[src/design/rvx_ram.sv]
// Generic single-write, single-read RAM with a registered read port.
// No dependencies.
`default_nettype none

module rvx_ram #(
  parameter int WIDTH = 8,
  parameter int DEPTH = 256
) (
  input  wire logic                     clk,
  input  wire logic                     we,
  input  wire logic [$clog2(DEPTH)-1:0] waddr,
  input  wire logic [WIDTH-1:0]         wdata,
  input  wire logic                     re,
  input  wire logic [$clog2(DEPTH)-1:0] raddr,
  output logic      [WIDTH-1:0]         rdata
);

  logic [WIDTH-1:0] mem [DEPTH];

  // Write port.
  always_ff @(posedge clk) begin
    if (we) begin
      mem[waddr] <= wdata;
    end
  end

  // Registered read; output holds while re is low.
  always_ff @(posedge clk) begin
    if (re) begin
      rdata <= mem[raddr];
    end
  end

endmodule

`default_nettype wire

[config.mk]
export PLATFORM = sky130hd
export DESIGN_NAME = rvx_ram
export DESIGN_NICKNAME = d
export VERILOG_FILES = /design/src/design/rvx_ram.sv
export SDC_FILE = /design/constraint.sdc
export NUM_CORES = 2
export LEC_CHECK = 0
export ABC_CLOCK_PERIOD_IN_PS = 3670
export BUFFER_PORTS_ARGS = -buffer_cell sky130_fd_sc_hd__buf_2
export CAP_MARGIN = 0
export CORE_ASPECT_RATIO = 0.7
export CORE_MARGIN = 1
export CORE_UTILIZATION = 55
export CTS_BUF_LIST = sky130_fd_sc_hd__clkbuf_8 sky130_fd_sc_hd__clkbuf_16
export DETAILED_ROUTE_END_ITERATION = 6
export PLACE_DENSITY = 0.71
export SETUP_SLACK_MARGIN = 0.2
export SLEW_MARGIN = 10
export SYNTH_ARGS = -nofsm -noshare
export SYNTH_HDL_FRONTEND = slang
export SYNTH_SLANG_ARGS = --single-unit
[constraint.sdc]
create_clock -name clk -period 3.67 [get_ports clk]
set_input_delay 0.367 -clock clk [delete_from_list [all_inputs] [get_ports clk]]
set_output_delay 0.367 -clock clk [all_outputs]
set_load 0.1 [all_outputs]
==> impl_metrics.ini <==
[clock_network]
cts_resized = 0
insertion_delay_ns = 0.83
clock_tree.root_cell = clkbuf_16
cts.htree.levels = 4
clockBufferDepth = 3
hold_buffers = 3
cts_buffers = 182
clock_sinks = 2056
cts_tree = built
cts_setup_buffers = 0
clk_pin_slew_worst_paths_ns = 0.07

[worst_setup_path]
r2r_cells = 7
cp_max_fo = 1
critPathKind = reg -> reg
r2r-start = mem[24][5]
cp-start-kind = register
required_ns = 4.23
r2r_slack_ns = 0.69
arrival_ns = 3.53
crit_path_end_kind = register
regToRegEndpoint = rdata[5]

[hold_path]
hold_path_class = in -> reg
holdPathStages = 1
hp-start = wdata[2]
worstHoldEndpoint = mem[227][2]

[global_route]
antenna_found_initial = 12
grt_pass1_wl_um = 283000
grt_max_degree = 131
grt_usage_pct = 27.3
grt_pass1_vias = 39300
grt_overflow = 0

[yosys]
yosys_warnings = 0
synth_edf_count = 2056
syn_nets = 3760
ys.flop_type = edfxtp_1
avgSynthCellArea_um2 = 21.3
async_flop_share_pct = 0
yosys_register_bits = 2056
synth_cell_types = 54
netlist_area_um2 = 79600
postSynthCellCount = 3733
synth_seq_area_share_pct = 77.5

[floorplan]
num_rows = 116
dieArea_um2 = 146000
die_w_um = 457
initial_core_util_pct = 55.6
die_h_um = 320
core_um2 = 143000
design.portCount = 35

[power]
ir_drop_uv = 515
leakage_nw = 28.3
power.density_nw_per_um2 = 521
finalPower_mw = 46.7

[timing]
post-route-period-util_pct = 81.1
min_period_ns = 2.98
final_max_slew_viol_count = 0
worst_pin_slew_ns = 1.10
setup-violations-final = 0
fin_setup_tns_ns = 0
finalHoldViolCount = 0
relSlewSlack_pct = 26.8
timing.fmax_mhz = 336
rsz0062_at_grt = no
skew_ns = 0.0283

[drt]
wire_per_inst_um = 32.4
viasPerCell = 6.64
ant_nets = 0
drc = 0
drtIter0Drc = 6353
routed_wl_um = 198000
dr.pass1.iters = 5
vias = 40600

[finish]
area_growth_pct = 12.6
instances_no_fill = 6105
fillers = 9398
drive_above_1_share_pct = 25.7
fin_nets = 4092

[run]
drv_cap = 0

[placement]
hpwl_um = 126000
place_congestion = 0.928
dp_cells = 5766
io_buffers = 34

[run_status]
status = finished, final reports clean
state kept, by name, summed over array words and instances, names as in the netlist:
signal,cells
mem,2048
rdata,8
synthesized netlist by cell type (10+ instances only):
cell type | instances | area, µm²
buf_1 | 22 | 82.6
mux4_2 | 454 | 10200
mux2i_1 | 134 | 1340
nor2_1 | 282 | 1060
nor3_1 | 22 | 110
a21oi_1 | 96 | 480
nand3_1 | 34 | 170
nor2b_1 | 31 | 194
edfxtp_1 | 2056 | 61700
nor4_1 | 24 | 150
nand4_1 | 10 | 62.6
a221oi_1 | 13 | 114
o211ai_1 | 10 | 75.1
nand2_1 | 33 | 124
a211oi_1 | 16 | 120
buf_2 | 31 | 155
a22oi_1 | 133 | 998
buf_6 | 21 | 236
clkbuf_1 | 111 | 417
o221ai_1 | 46 | 403
buf_8 | 13 | 195
o22ai_1 | 28 | 175
o21ai_0 | 10 | 50.1
buf_4 | 27 | 203
cell usage in the layout, fill, tap and decap left out, types with 38 or more instances in the layout:
master	count
mux2i_1	134
mux4_2	454
edfxtp_1	2056
nor2_1	279
clkbuf_16	184
inv_1	54
buf_12	38
a21oi_1	96
clkinv_1	46
buf_4	308
o221ai_1	46
a22oi_1	133
worst max path at each step:
stage | endpoint | depth (start not counted) | start | slack, ns
floorplan | rdata[2] | 9 | raddr[0] | 1.23
CTS | rdata[1] | 6 | mem[71][1] | 0.83
detailed placement | rdata[5] | 10 | raddr[0] | 0.10
global route | rdata[4] | 11 | raddr[0] | 0.72
global placement | rdata[1] | 8 | raddr[0] | 0.14
finish | rdata[5] | 7 | mem[24][5] | 0.69
stage by stage:
step / cell area [µm²] / setup WS (ns) / hold WS (ns) / utilization (%)
after global placement: 83900 / 0.135 / 0.765 / 58.6
after floorplan: 79600 / 1.23 / 0.466 / -
final: 89600 / 0.693 / 0.0775 / 62.6
after global routing: 89600 / 0.716 / 0.0641 / 62.6
after CTS: 89600 / 0.835 / 0.0644 / 62.6
after detailed placement: 83900 / 0.102 / 0.775 / 58.6
worst max-delay path: stages (launching register included):
cell      delay (ns)
edfxtp_1        0.37
mux4_2          0.49
a22o_1          0.25
a221oi_1        0.36
o221ai_1        0.19
a211oi_1        0.76
buf_4           0.25
nor4_1          0.04
cell families (layout without fill, tap and decap cells):
kind of cell,Yosys count,in the layout,synth area share (%)
other cells,0,5,0
compound gates,385,385,3.42
mux,591,591,14.6
flops,2056,2056,77.5
buf+inv,235,714,1.83
simple gates,466,466,2.63
final cells by class:
type	instances	area, µm²	share of cell area (%)
repair buffers	381	3360	3.75
multi-input cells	1442	16500	18.4
clock inverters	147	1060	1.18
flip-flops and latches	2056	61700	68.9
inverters	2	7.51	0.00838
well taps	1888	2360	2.64
clock buffers	184	4600	5.14
diodes	5	12.5	0.0140
where the power goes:
| group | internal, mW | switching, mW | leakage (nW) |
|---|---|---|---|
| Combinational | 0.886 | 1.67 | 6.89 |
| Clock | 9.89 | 8.39 | 2.95 |
| Sequential | 25.9 | 0.0214 | 18.5 |
routing by layer:
metal / share of wire [%] / track usage (%) / vias up
li1: - / - / 16400
met1: 40 / 42.1 / 21200
met2: 43 / 38.0 / 2658
met3: 13 / 7.96 / 329
met4: 2.7 / 7.86 / 4
met5: 0.013 / 0 / -
Note: power is estimated with default switching activity, not from simulation.
